$ cat src/design/rse_pkg.sv
// Package for the ROM search engine: item structs, opcode and result kind codes,
// command bytes and fixed widths. No dependencies.
package rse_pkg;

  // Default number of ROM code bits that one search pass walks through.
  localparam int unsigned ROM_BITS_DEF = 64;

  // Width of the bit position and discrepancy counters (holds up to 127; a default pass reaches 65).
  localparam int unsigned POS_W = 7;

  // Family byte discrepancies are tracked only below this position.
  localparam logic [POS_W-1:0] FAMILY_LIMIT = 7'd9;

  // Search command bytes.
  localparam logic [7:0] CMD_NORMAL = 8'hF0;
  localparam logic [7:0] CMD_COND   = 8'hEC;

  // Input opcodes.
  localparam logic [1:0] OP_RESTART = 2'd0;
  localparam logic [1:0] OP_TARGET  = 2'd1;
  localparam logic [1:0] OP_START   = 2'd2;
  localparam logic [1:0] OP_BITPAIR = 2'd3;

  // Result kinds.
  localparam logic [2:0] KIND_ACK   = 3'd0;
  localparam logic [2:0] KIND_CMD   = 3'd1;
  localparam logic [2:0] KIND_DIR   = 3'd2;
  localparam logic [2:0] KIND_FOUND = 3'd3;
  localparam logic [2:0] KIND_NONE  = 3'd4;
  localparam logic [2:0] KIND_IGN   = 3'd5;

  // Depth of the output queue, counted in result pairs.
  localparam int unsigned QUEUE_DEPTH = 2;

  // One input transaction.
  typedef struct packed {
    logic [1:0] opcode;
    logic [7:0] family_byte;
    logic       presence;
    logic       id_bit;
    logic       complement_bit;
  } in_item_t;

  // All results caused by one input item. A pair carries the direction bit
  // first (kind0/value0) and then the found or not-found result (kind1).
  typedef struct packed {
    logic [2:0]  kind0;
    logic [7:0]  value0;
    logic [2:0]  kind1;
    logic [63:0] rom_code;
    logic        last_device;
    logic [3:0]  family_discrepancy;
    logic        two;
  } res_pair_t;

endpackage

$ cat src/design/rse_in_if.sv
// Input channel of the ROM search engine: valid/ready handshake plus the item fields.
// Standalone; no package dependency.
interface rse_in_if;
  logic       valid;
  logic       ready;
  logic [1:0] opcode;
  logic [7:0] family_byte;
  logic       presence;
  logic       id_bit;
  logic       complement_bit;

  modport source (
    output valid, opcode, family_byte, presence, id_bit, complement_bit,
    input  ready
  );

  modport sink (
    input  valid, opcode, family_byte, presence, id_bit, complement_bit,
    output ready
  );
endinterface

$ cat src/design/rse_out_if.sv
// Result channel of the ROM search engine: valid/ready handshake plus the result fields.
// Standalone; no package dependency.
interface rse_out_if;
  logic        valid;
  logic        ready;
  logic [2:0]  kind;
  logic [7:0]  value;
  logic [63:0] rom_code;
  logic        last_device;
  logic [3:0]  family_discrepancy;
  logic        last_of_run;

  modport source (
    output valid, kind, value, rom_code, last_device, family_discrepancy, last_of_run,
    input  ready
  );

  modport sink (
    input  valid, kind, value, rom_code, last_device, family_discrepancy, last_of_run,
    output ready
  );
endinterface

$ cat src/design/rse_in_stage.sv
// Input register of the ROM search engine: holds one accepted transaction for the core.
// Depends on rse_pkg for the item struct.
module rse_in_stage (
  input  logic              clk_i,
  input  logic              rst_ni,
  input  logic              in_valid_i,
  output logic              in_ready_o,
  input  rse_pkg::in_item_t in_item_i,
  output logic              item_valid_o,
  input  logic              item_take_i,
  output rse_pkg::in_item_t item_o
);

  logic              valid_q;
  logic              valid_d;
  rse_pkg::in_item_t item_q;

  // The register frees up in the same cycle that the core takes its item.
  assign in_ready_o   = !valid_q || item_take_i;
  assign item_valid_o = valid_q;
  assign item_o       = item_q;

  always_comb begin
    valid_d = valid_q;
    if (in_ready_o) begin
      valid_d = in_valid_i;
    end
  end

  // Valid flag is control state and is reset.
  always_ff @(posedge clk_i or negedge rst_ni) begin
    if (!rst_ni) begin
      valid_q <= 1'b0;
    end else begin
      valid_q <= valid_d;
    end
  end

  // Payload register loads on every accepted transaction.
  always_ff @(posedge clk_i) begin
    if (in_valid_i && in_ready_o) begin
      item_q <= in_item_i;
    end
  end

endmodule

$ cat src/design/rse_core.sv
// Search decision logic and search state of the ROM search engine.
// Depends on rse_pkg for codes, widths and structs.
module rse_core #(
  parameter int unsigned ROM_BITS = rse_pkg::ROM_BITS_DEF
) (
  input  logic                clk_i,
  input  logic                rst_ni,
  input  logic                cfg_we_i,
  input  logic                cfg_wdata_i,
  input  logic                step_i,
  input  rse_pkg::in_item_t   item_i,
  output rse_pkg::res_pair_t  res_o
);

  localparam int unsigned POS_W = rse_pkg::POS_W;
  localparam int unsigned IDX_W = $clog2(ROM_BITS);
  localparam logic [POS_W-1:0] LAST_POS = POS_W'(ROM_BITS);
  localparam logic [POS_W-1:0] FIRST_POS = POS_W'(1);

  logic [ROM_BITS-1:0] rom_q, rom_d;
  logic [POS_W-1:0]    ldisc_q, ldisc_d;
  logic                ldev_q, ldev_d;
  logic [3:0]          lfam_q, lfam_d;
  logic [POS_W-1:0]    pos_q, pos_d;
  logic [POS_W-1:0]    lzero_q, lzero_d;
  logic                active_q, active_d;
  logic                cond_q;

  logic [IDX_W-1:0]    idx;
  logic                dir;

  // Bit index of the current position; a pass keeps the position within 1..ROM_BITS.
  assign idx = IDX_W'(pos_q - FIRST_POS);

  // One search step for the item in the input register.
  always_comb begin
    rom_d    = rom_q;
    ldisc_d  = ldisc_q;
    ldev_d   = ldev_q;
    lfam_d   = lfam_q;
    pos_d    = pos_q;
    lzero_d  = lzero_q;
    active_d = active_q;
    dir      = 1'b0;
    res_o    = '0;

    case (item_i.opcode)
      rse_pkg::OP_RESTART: begin
        active_d     = 1'b0;
        rom_d        = '0;
        ldisc_d      = '0;
        ldev_d       = 1'b0;
        lfam_d       = '0;
        res_o.kind0  = rse_pkg::KIND_ACK;
      end
      rse_pkg::OP_TARGET: begin
        active_d     = 1'b0;
        rom_d        = ROM_BITS'(item_i.family_byte);
        ldisc_d      = LAST_POS;
        ldev_d       = 1'b0;
        lfam_d       = '0;
        res_o.kind0  = rse_pkg::KIND_ACK;
      end
      rse_pkg::OP_START: begin
        active_d = 1'b0;
        pos_d    = FIRST_POS;
        lzero_d  = '0;
        if (ldev_q || !item_i.presence) begin
          // Nothing left to find, or nobody on the bus.
          ldisc_d     = '0;
          ldev_d      = 1'b0;
          lfam_d      = '0;
          res_o.kind0 = rse_pkg::KIND_NONE;
        end else begin
          active_d     = 1'b1;
          res_o.kind0  = rse_pkg::KIND_CMD;
          res_o.value0 = cond_q ? rse_pkg::CMD_COND : rse_pkg::CMD_NORMAL;
        end
      end
      default: begin
        if (!active_q) begin
          res_o.kind0 = rse_pkg::KIND_IGN;
        end else if (item_i.id_bit && item_i.complement_bit) begin
          // No device answered this bit.
          active_d    = 1'b0;
          ldisc_d     = '0;
          ldev_d      = 1'b0;
          lfam_d      = '0;
          res_o.kind0 = rse_pkg::KIND_NONE;
        end else begin
          if (item_i.id_bit != item_i.complement_bit) begin
            dir = item_i.id_bit;
          end else begin
            // Discrepancy: follow the previous path below the last
            // discrepancy, take the one branch at it, the zero branch above.
            if (pos_q < ldisc_q) begin
              dir = rom_q[idx];
            end else begin
              dir = (pos_q == ldisc_q);
            end
            if (!dir) begin
              lzero_d = pos_q;
              if (pos_q < rse_pkg::FAMILY_LIMIT) begin
                lfam_d = pos_q[3:0];
              end
            end
          end
          rom_d[idx]   = dir;
          pos_d        = pos_q + FIRST_POS;
          res_o.kind0  = rse_pkg::KIND_DIR;
          res_o.value0 = {7'b0, dir};

          // The last bit closes the pass with a second result.
          if (pos_q == LAST_POS) begin
            active_d  = 1'b0;
            ldisc_d   = lzero_d;
            res_o.two = 1'b1;
            if (lzero_d == '0) begin
              ldev_d = 1'b1;
            end
            if (rom_d[7:0] == 8'd0) begin
              ldisc_d     = '0;
              ldev_d      = 1'b0;
              lfam_d      = '0;
              res_o.kind1 = rse_pkg::KIND_NONE;
            end else begin
              res_o.kind1    = rse_pkg::KIND_FOUND;
              res_o.rom_code = 64'(rom_d);
            end
          end
        end
      end
    endcase

    res_o.last_device        = ldev_d;
    res_o.family_discrepancy = lfam_d;
  end

  // Search state, updated once per item taken from the input register.
  always_ff @(posedge clk_i or negedge rst_ni) begin
    if (!rst_ni) begin
      rom_q    <= '0;
      ldisc_q  <= '0;
      ldev_q   <= 1'b0;
      lfam_q   <= '0;
      pos_q    <= FIRST_POS;
      lzero_q  <= '0;
      active_q <= 1'b0;
    end else if (step_i) begin
      rom_q    <= rom_d;
      ldisc_q  <= ldisc_d;
      ldev_q   <= ldev_d;
      lfam_q   <= lfam_d;
      pos_q    <= pos_d;
      lzero_q  <= lzero_d;
      active_q <= active_d;
    end
  end

  // Search mode register.
  always_ff @(posedge clk_i or negedge rst_ni) begin
    if (!rst_ni) begin
      cond_q <= 1'b0;
    end else if (cfg_we_i) begin
      cond_q <= cfg_wdata_i;
    end
  end

endmodule

$ cat src/design/rse_out_queue.sv
// Result queue of the ROM search engine: stores result pairs and hands them out one
// transaction at a time. Depends on rse_pkg for the pair struct and kind codes.
module rse_out_queue (
  input  logic               clk_i,
  input  logic               rst_ni,
  input  logic               push_i,
  input  rse_pkg::res_pair_t pair_i,
  output logic               can_push_o,
  output logic               out_valid_o,
  input  logic               out_ready_i,
  output logic [2:0]         kind_o,
  output logic [7:0]         value_o,
  output logic [63:0]        rom_code_o,
  output logic               last_device_o,
  output logic [3:0]         family_discrepancy_o,
  output logic               last_of_run_o
);

  localparam int unsigned DEPTH = rse_pkg::QUEUE_DEPTH;
  localparam int unsigned PTR_W = $clog2(DEPTH);
  localparam int unsigned CNT_W = $clog2(DEPTH + 1);

  rse_pkg::res_pair_t mem_q [DEPTH];
  rse_pkg::res_pair_t head;
  logic [PTR_W-1:0]   wr_ptr_q, wr_ptr_d;
  logic [PTR_W-1:0]   rd_ptr_q, rd_ptr_d;
  logic [CNT_W-1:0]   count_q, count_d;
  logic               half_q, half_d;
  logic               out_fire;
  logic               pop;

  assign head        = mem_q[rd_ptr_q];
  assign out_valid_o = (count_q != '0);
  assign out_fire    = out_valid_o && out_ready_i;

  // An entry leaves once its last transaction has gone out.
  assign pop        = out_fire && (!head.two || half_q);
  assign can_push_o = (count_q != CNT_W'(DEPTH)) || pop;

  // Present the first or the second half of the head entry.
  always_comb begin
    kind_o               = head.kind0;
    value_o              = head.value0;
    rom_code_o           = '0;
    last_of_run_o        = 1'b1;
    last_device_o        = head.last_device;
    family_discrepancy_o = head.family_discrepancy;
    if (head.two) begin
      if (half_q) begin
        kind_o     = head.kind1;
        value_o    = '0;
        rom_code_o = head.rom_code;
      end else begin
        last_of_run_o = 1'b0;
      end
    end
  end

  // Pointer, count and half-select updates.
  always_comb begin
    wr_ptr_d = wr_ptr_q;
    rd_ptr_d = rd_ptr_q;
    count_d  = count_q;
    half_d   = half_q;
    if (push_i) begin
      wr_ptr_d = (wr_ptr_q == PTR_W'(DEPTH - 1)) ? '0 : wr_ptr_q + PTR_W'(1);
    end
    if (pop) begin
      rd_ptr_d = (rd_ptr_q == PTR_W'(DEPTH - 1)) ? '0 : rd_ptr_q + PTR_W'(1);
      half_d   = 1'b0;
    end else if (out_fire) begin
      half_d = 1'b1;
    end
    if (push_i && !pop) begin
      count_d = count_q + CNT_W'(1);
    end else if (!push_i && pop) begin
      count_d = count_q - CNT_W'(1);
    end
  end

  always_ff @(posedge clk_i or negedge rst_ni) begin
    if (!rst_ni) begin
      wr_ptr_q <= '0;
      rd_ptr_q <= '0;
      count_q  <= '0;
      half_q   <= 1'b0;
    end else begin
      wr_ptr_q <= wr_ptr_d;
      rd_ptr_q <= rd_ptr_d;
      count_q  <= count_d;
      half_q   <= half_d;
    end
  end

  // Entry storage, written at the tail.
  always_ff @(posedge clk_i) begin
    if (push_i) begin
      mem_q[wr_ptr_q] <= pair_i;
    end
  end

endmodule

$ cat src/design/rom_search_engine.sv
// ROM search engine for a single-wire bus: decides each step of the ROM search.
// ROM search engine top level; depends on rse_pkg, rse_in_if, rse_out_if,
// rse_in_stage, rse_core and rse_out_queue.
//
// Usage:
//   in_i carries one command per transaction: restart search, target a family,
//   start a pass (with the presence result), or a sampled id/complement bit pair.
//   out_o returns the results: ack, the search command byte, the direction bit
//   to write, device found with its ROM code, not found, or ignored.
//   cfg_we_i/cfg_wdata_i set the search mode (normal or conditional search);
//   write it only while no transaction is in flight.
// Path: an accepted input transaction is held in the input register, then the step
//   logic writes its results into the result queue, which offers them on out_o.
// Throughput: one input transaction per cycle while the result queue has room. The
//   last bit pair of a pass gives two result transactions, which the single output
//   port of the result queue hands out on out_o one after the other.
// Reset: rst_ni clears the search state (ROM register, discrepancies, flags,
//   bit position 1), the mode register, the input register and the result queue.
// Stall: when out_o.ready is low the result queue fills (two entries plus the
//   input register) and then in_i.ready drops; nothing is lost or repeated.
module rom_search_engine #(
  parameter int unsigned ROM_BITS = rse_pkg::ROM_BITS_DEF
) (
  input  logic          clk_i,
  input  logic          rst_ni,
  rse_in_if.sink        in_i,
  rse_out_if.source     out_o,
  input  logic          cfg_we_i,
  input  logic          cfg_wdata_i
);

  rse_pkg::in_item_t  in_item;
  rse_pkg::in_item_t  item;
  rse_pkg::res_pair_t pair;
  logic               item_valid;
  logic               can_push;
  logic               step;

  // Pack the input transaction fields.
  assign in_item.opcode         = in_i.opcode;
  assign in_item.family_byte    = in_i.family_byte;
  assign in_item.presence       = in_i.presence;
  assign in_item.id_bit         = in_i.id_bit;
  assign in_item.complement_bit = in_i.complement_bit;

  // The core steps whenever an item is held and the queue has room.
  assign step = item_valid && can_push;

  rse_in_stage u_in_stage (
    .clk_i        (clk_i),
    .rst_ni       (rst_ni),
    .in_valid_i   (in_i.valid),
    .in_ready_o   (in_i.ready),
    .in_item_i    (in_item),
    .item_valid_o (item_valid),
    .item_take_i  (step),
    .item_o       (item)
  );

  rse_core #(
    .ROM_BITS (ROM_BITS)
  ) u_core (
    .clk_i       (clk_i),
    .rst_ni      (rst_ni),
    .cfg_we_i    (cfg_we_i),
    .cfg_wdata_i (cfg_wdata_i),
    .step_i      (step),
    .item_i      (item),
    .res_o       (pair)
  );

  rse_out_queue u_out_queue (
    .clk_i                (clk_i),
    .rst_ni               (rst_ni),
    .push_i               (step),
    .pair_i               (pair),
    .can_push_o           (can_push),
    .out_valid_o          (out_o.valid),
    .out_ready_i          (out_o.ready),
    .kind_o               (out_o.kind),
    .value_o              (out_o.value),
    .rom_code_o           (out_o.rom_code),
    .last_device_o        (out_o.last_device),
    .family_discrepancy_o (out_o.family_discrepancy),
    .last_of_run_o        (out_o.last_of_run)
  );

endmodule

$ cat src/flat_wrapper.sv
// flat-port wrapper written by rule: the top's interface ports become plain ports
module rom_search_engine_flat 
#(
  parameter int unsigned ROM_BITS = rse_pkg::ROM_BITS_DEF
)
  (clk_i, rst_ni, cfg_we_i, cfg_wdata_i, in_i_valid, in_i_opcode, in_i_family_byte, in_i_presence, in_i_id_bit, in_i_complement_bit, in_i_ready, out_o_valid, out_o_kind, out_o_value, out_o_rom_code, out_o_last_device, out_o_family_discrepancy, out_o_last_of_run, out_o_ready);
  rse_in_if in_i_i ();
  rse_out_if out_o_i ();
  input  logic clk_i;
  input  logic rst_ni;
  input  logic cfg_we_i;
  input  logic cfg_wdata_i;
  input wire logic [$bits(in_i_i.valid)-1:0] in_i_valid;
  input wire logic [$bits(in_i_i.opcode)-1:0] in_i_opcode;
  input wire logic [$bits(in_i_i.family_byte)-1:0] in_i_family_byte;
  input wire logic [$bits(in_i_i.presence)-1:0] in_i_presence;
  input wire logic [$bits(in_i_i.id_bit)-1:0] in_i_id_bit;
  input wire logic [$bits(in_i_i.complement_bit)-1:0] in_i_complement_bit;
  output wire logic [$bits(in_i_i.ready)-1:0] in_i_ready;
  output wire logic [$bits(out_o_i.valid)-1:0] out_o_valid;
  output wire logic [$bits(out_o_i.kind)-1:0] out_o_kind;
  output wire logic [$bits(out_o_i.value)-1:0] out_o_value;
  output wire logic [$bits(out_o_i.rom_code)-1:0] out_o_rom_code;
  output wire logic [$bits(out_o_i.last_device)-1:0] out_o_last_device;
  output wire logic [$bits(out_o_i.family_discrepancy)-1:0] out_o_family_discrepancy;
  output wire logic [$bits(out_o_i.last_of_run)-1:0] out_o_last_of_run;
  input wire logic [$bits(out_o_i.ready)-1:0] out_o_ready;
  assign in_i_i.valid = in_i_valid;
  assign in_i_i.opcode = in_i_opcode;
  assign in_i_i.family_byte = in_i_family_byte;
  assign in_i_i.presence = in_i_presence;
  assign in_i_i.id_bit = in_i_id_bit;
  assign in_i_i.complement_bit = in_i_complement_bit;
  assign in_i_ready = in_i_i.ready;
  assign out_o_valid = out_o_i.valid;
  assign out_o_kind = out_o_i.kind;
  assign out_o_value = out_o_i.value;
  assign out_o_rom_code = out_o_i.rom_code;
  assign out_o_last_device = out_o_i.last_device;
  assign out_o_family_discrepancy = out_o_i.family_discrepancy;
  assign out_o_last_of_run = out_o_i.last_of_run;
  assign out_o_i.ready = out_o_ready;
  rom_search_engine #(.ROM_BITS(ROM_BITS)) u_core (.clk_i(clk_i), .rst_ni(rst_ni), .in_i(in_i_i), .out_o(out_o_i), .cfg_we_i(cfg_we_i), .cfg_wdata_i(cfg_wdata_i));
endmodule
$ cat config.mk
export PLATFORM = sky130hd
export DESIGN_NAME = rom_search_engine_flat
export DESIGN_NICKNAME = d
export VERILOG_FILES = /design/src/design/rse_pkg.sv /design/src/design/rse_in_if.sv /design/src/design/rse_out_if.sv /design/src/design/rse_in_stage.sv /design/src/design/rse_core.sv /design/src/design/rse_out_queue.sv /design/src/design/rom_search_engine.sv /design/src/flat_wrapper.sv
export SDC_FILE = /design/constraint.sdc
export NUM_CORES = 1
export LEC_CHECK = 0
export BUFFER_PORTS_ARGS = -buffer_cell sky130_fd_sc_hd__buf_4
export CAP_MARGIN = 20
export CELL_PAD_IN_SITES_DETAIL_PLACEMENT = 0
export CELL_PAD_IN_SITES_GLOBAL_PLACEMENT = 1
export CORE_UTILIZATION = 52
export CTS_BUF_LIST = sky130_fd_sc_hd__clkbuf_16
export CTS_CLUSTER_SIZE = 20
export DETAILED_ROUTE_END_ITERATION = 6
export PLACE_DENSITY_LB_ADDON = 0.05
export SLEW_MARGIN = 10
export SYNTH_ARGS = -nofsm -noshare
export SYNTH_HDL_FRONTEND = slang
export SYNTH_SLANG_ARGS = --single-unit
$ cat constraint.sdc
create_clock -name clk_i -period 11.15 [get_ports clk_i]
set_input_delay 0.5575 -clock clk_i [delete_from_list [all_inputs] [get_ports clk_i]]
set_output_delay 0.5575 -clock clk_i [all_outputs]
set_load 0.02 [all_outputs]
==> impl_metrics.json <==
{
  "ant_nets": 0,
  "intPower_mw": 2.536,
  "switching_power_mw": 1.896,
  "grt_pass1_wl_mm": 54.74,
  "die_w_um": 163.7,
  "dpl.hpwl_mm": 22.67,
  "layout-drive-gt1-share_pct": 15.30,
  "drc_errors": 0,
  "fin_setup_tns_ns": 0,
  "drtIter0Drc": 883,
  "synth-async-reset-ratio_pct": 36.43,
  "grt_pass1_vias": 9637,
  "portBuffers": 100,
  "slew_viol_final": 0,
  "leakagePower_nw": 5.927,
  "drt-pass1-iter-count": 5,
  "end_kind": "flop",
  "core_um2": 25400,
  "clk_latency_ns": 0.55,
  "critPathLaunchType": "flop",
  "syn_inst": 1289,
  "clk_pin_slew_ns": 0.06,
  "synth_area_um2": 13590,
  "num_vias": 10270,
  "cts.sinks": 269,
  "ctsHoldBuffers": 0,
  "critPathLaunch": "u_core.u_core.pos_q[0]",
  "fin_area_um2": 15460,
  "crit_fanout": 43,
  "initial_core_util_pct": 53.52,
  "cts_tree": "built",
  "synth_fp_nets": 1325,
  "r2r-start": "u_core.u_core.pos_q[0]",
  "pwr_density_cell_nw_per_um2": 286.6,
  "cts_root_buf": "clkbuf_16",
  "r2r_slack_ns": 4.53,
  "worstReg2RegEnd": "u_core.u_core.rom_q[48]",
  "ioPinCount": 102,
  "totalWireLength_mm": 35.00,
  "seq_area_frac_synth_pct": 55.83,
  "period_share_pct": 59.34,
  "final_cells": 1696,
  "p_seq_share_pct": 34.5,
  "synthFlopType": "edfxtp_1",
  "die-area_um2": 26790,
  "switching_share_pct": 42.78,
  "cts.path.max_buffers": 3,
  "cts_made_buffers": 28,
  "finalHoldViolCount": 0,
  "endpoint": "u_core.u_core.rom_q[48]",
  "synth_enable_flop_cells": 171,
  "ys_ff_latch": 269,
  "die-height_um": 163.7,
  "grt_usage_pct": 26.43,
  "post_cts_buffers": 0,
  "grt_start_max_net_pins": 61,
  "ff2ff_path_depth": 12,
  "path_class": "flop to flop",
  "grt.overflow.total": 0,
  "syn_avg_cell_area_um2": 10.55,
  "finalHoldWorstSlack_ns": 0.02148,
  "wl_per_cell_um": 20.63,
  "areaGrowthSynthToFinish_pct": 13.76,
  "required_ns": 11.56,
  "final_common_cell": "edfxtp_1",
  "slew_headroom_pct": 26.62,
  "place_area_um2": 14550,
  "fill_cells": 2167,
  "ys_types": 71,
  "antenna_cells": 0,
  "period_minus_slack_ns": 6.616,
  "outcome": "finished clean",
  "ys_warn_count": 0,
  "dp.cells": 1642,
  "antenna_found_initial": 1,
  "nets": 1380,
  "h-tree-depth": 1,
  "hp-class": "input port to asynchronous set/reset pin",
  "fp-row-count": 58,
  "combPwrFrac_pct": 44.8,
  "max_freq_ghz": 0.1511,
  "setup_violations": 0,
  "layout_common_cells": "edfxtp_1, nor2_1, buf_4",
  "clock-skew-final_ns": 0.01592,
  "tightestPinTransition_ns": 1.101,
  "arrival_ns": 7.03,
  "maxCapViolCount": 0,
  "gp_congestion": 0.8849,
  "vias_per_cell": 6.057,
  "grt_setup_unrepaired": "false",
  "power.share.clock_pct": 20.7,
  "peakVddDrop_v": 0.0003336,
  "cts_resized": 0
}
-- synth_stat cells (5+ instances only) --
| cell type | n | area [um2] |
|---|---|---|
| a21oi_1 | 109 | 545.5 |
| a22o_1 | 15 | 131.4 |
| a22oi_1 | 10 | 75.07 |
| and2_1 | 13 | 81.33 |
| buf_1 | 7 | 26.28 |
| buf_2 | 15 | 75.07 |
| buf_4 | 7 | 52.55 |
| clkbuf_1 | 69 | 259.0 |
| dfrtp_1 | 97 | 2427 |
| edfxtp_1 | 171 | 5135 |
| ha_1 | 17 | 212.7 |
| inv_1 | 25 | 93.84 |
| mux2_2 | 15 | 168.9 |
| mux2i_1 | 92 | 920.9 |
| mux4_2 | 6 | 135.1 |
| nand2_1 | 100 | 375.4 |
| nand2b_1 | 7 | 43.79 |
| nand3_1 | 12 | 60.06 |
| nor2_1 | 124 | 465.5 |
| nor2b_1 | 8 | 50.05 |
| nor3_1 | 119 | 595.6 |
| nor4_1 | 5 | 31.28 |
| o21ai_0 | 122 | 610.6 |
| o221ai_1 | 5 | 43.79 |
| o22ai_1 | 6 | 37.54 |
| o31ai_1 | 7 | 52.55 |
| o41ai_1 | 8 | 70.07 |
| or2_2 | 6 | 37.54 |
| or3_1 | 9 | 56.30 |
| xnor2_1 | 7 | 61.31 |
| xor2_1 | 6 | 52.55 |
-- state kept, by name, summed over array words and instances (netlist names), named ones only --
signal                          cells
u_core.u_in_stage.item_o           13
u_core.u_core.lfam_q                4
u_core.u_out_queue.mem_q          158
u_core.u_core.pos_q                 7
u_core.u_out_queue.half_q           1
u_core.u_core.rom_q                62
u_core.u_core.ldisc_q               7
u_core.u_out_queue.rd_ptr_q         1
u_core.u_core.cond_q                1
u_core.u_core.ldev_q                1
u_core.u_out_queue.count_q          2
u_core.u_in_stage.item_valid_o      1
u_core.u_core.active_q              1
u_core.u_out_queue.wr_ptr_q         1
u_core.u_core.lzero_q               7
-- power groups by stage --
stage          combinational (mW)  sequential [mW]  clock, mW
2_1_floorplan                1.46             1.46          0
3_5_place_dp                 1.98             1.55          0
4_1_cts                      1.99             1.53      0.933
3_3_place_gp                 1.97             1.54          0
5_1_grt                      2.15             1.55      0.968
6_report                     1.98             1.53      0.919
-- worst min-delay path by stage --
stage                                         from                       endpoint  slack (ns)  cells after the start
after floorplan                             rst_ni     asynchronous set/reset pin        0.26                      0
after global placement    u_core.u_core.ldisc_q[1]       u_core.u_core.ldisc_q[1]        0.46                      2
after detailed placement  u_core.u_core.ldisc_q[5]       u_core.u_core.ldisc_q[5]        0.46                      2
after CTS                                   rst_ni  u_core.u_out_queue.count_q[0]        0.04                      1
after global routing                        rst_ni           u_core.u_core.cond_q        0.05                      1
final                                       rst_ni  u_core.u_out_queue.count_q[1]        0.02                      1
-- stage by stage --
step           utilization, %  power [mW]  worst slack (ns)
6_report                60.88       4.432             4.534
4_1_cts                 60.83       4.456             4.556
3_5_place_dp            57.27       3.529             4.602
5_1_grt                 60.88       4.671             4.167
3_3_place_gp            57.27       3.510             4.988
2_1_floorplan               -       2.915             5.820
-- critical path, stage by stage (launching register included) --
cell and delay (ns):
dfstp_2 1.14, inv_1 0.28, ha_1 1.10, nand2b_1 0.39, o22ai_1 0.14, a21oi_1 0.16
o211ai_1 0.11, a311oi_1 0.63, nor4_4 0.10, buf_4 0.26, nor2_2 0.70, nand3_2 0.89
o21ai_0 0.55
-- final cells by class --
class                           count  area, um2  share of cell area, %
Inverter                           26      97.59                 0.6311
Tap cell                          330      412.9                  2.670
Multi-Input combinational cell    895       5527                  35.74
Timing Repair Buffer              124      928.4                  6.004
Sequential cell                   269       7592                  49.10
Clock buffer                       29      725.7                  4.693
Clock inverter                     23      180.2                  1.165
-- cells by family after synthesis --
| group | Yosys count | synth area share [%] |
|---|---|---|
| simple gates | 422 | 14.40 |
| buf+inv | 125 | 3.838 |
| xor+xnor | 14 | 0.9573 |
| flops | 269 | 55.83 |
| fa+ha+maj | 17 | 1.565 |
| other cells | 1 | 0.02759 |
| mux | 113 | 9.011 |
| compound gates | 328 | 14.38 |
-- per-layer routing --
| metal | routed length [um] | up-vias | global-route usage, % |
|---|---|---|---|
| met5 | 0 | - | 0 |
| met4 | 716 | 0 | 6.902 |
| met3 | 1768 | 53 | 3.530 |
| met2 | 15940 | 301 | 40.22 |
| met1 | 16580 | 5041 | 39.78 |
| li1 | - | 4877 | - |
No activity file was read; power rests on OpenSTA's default activity.
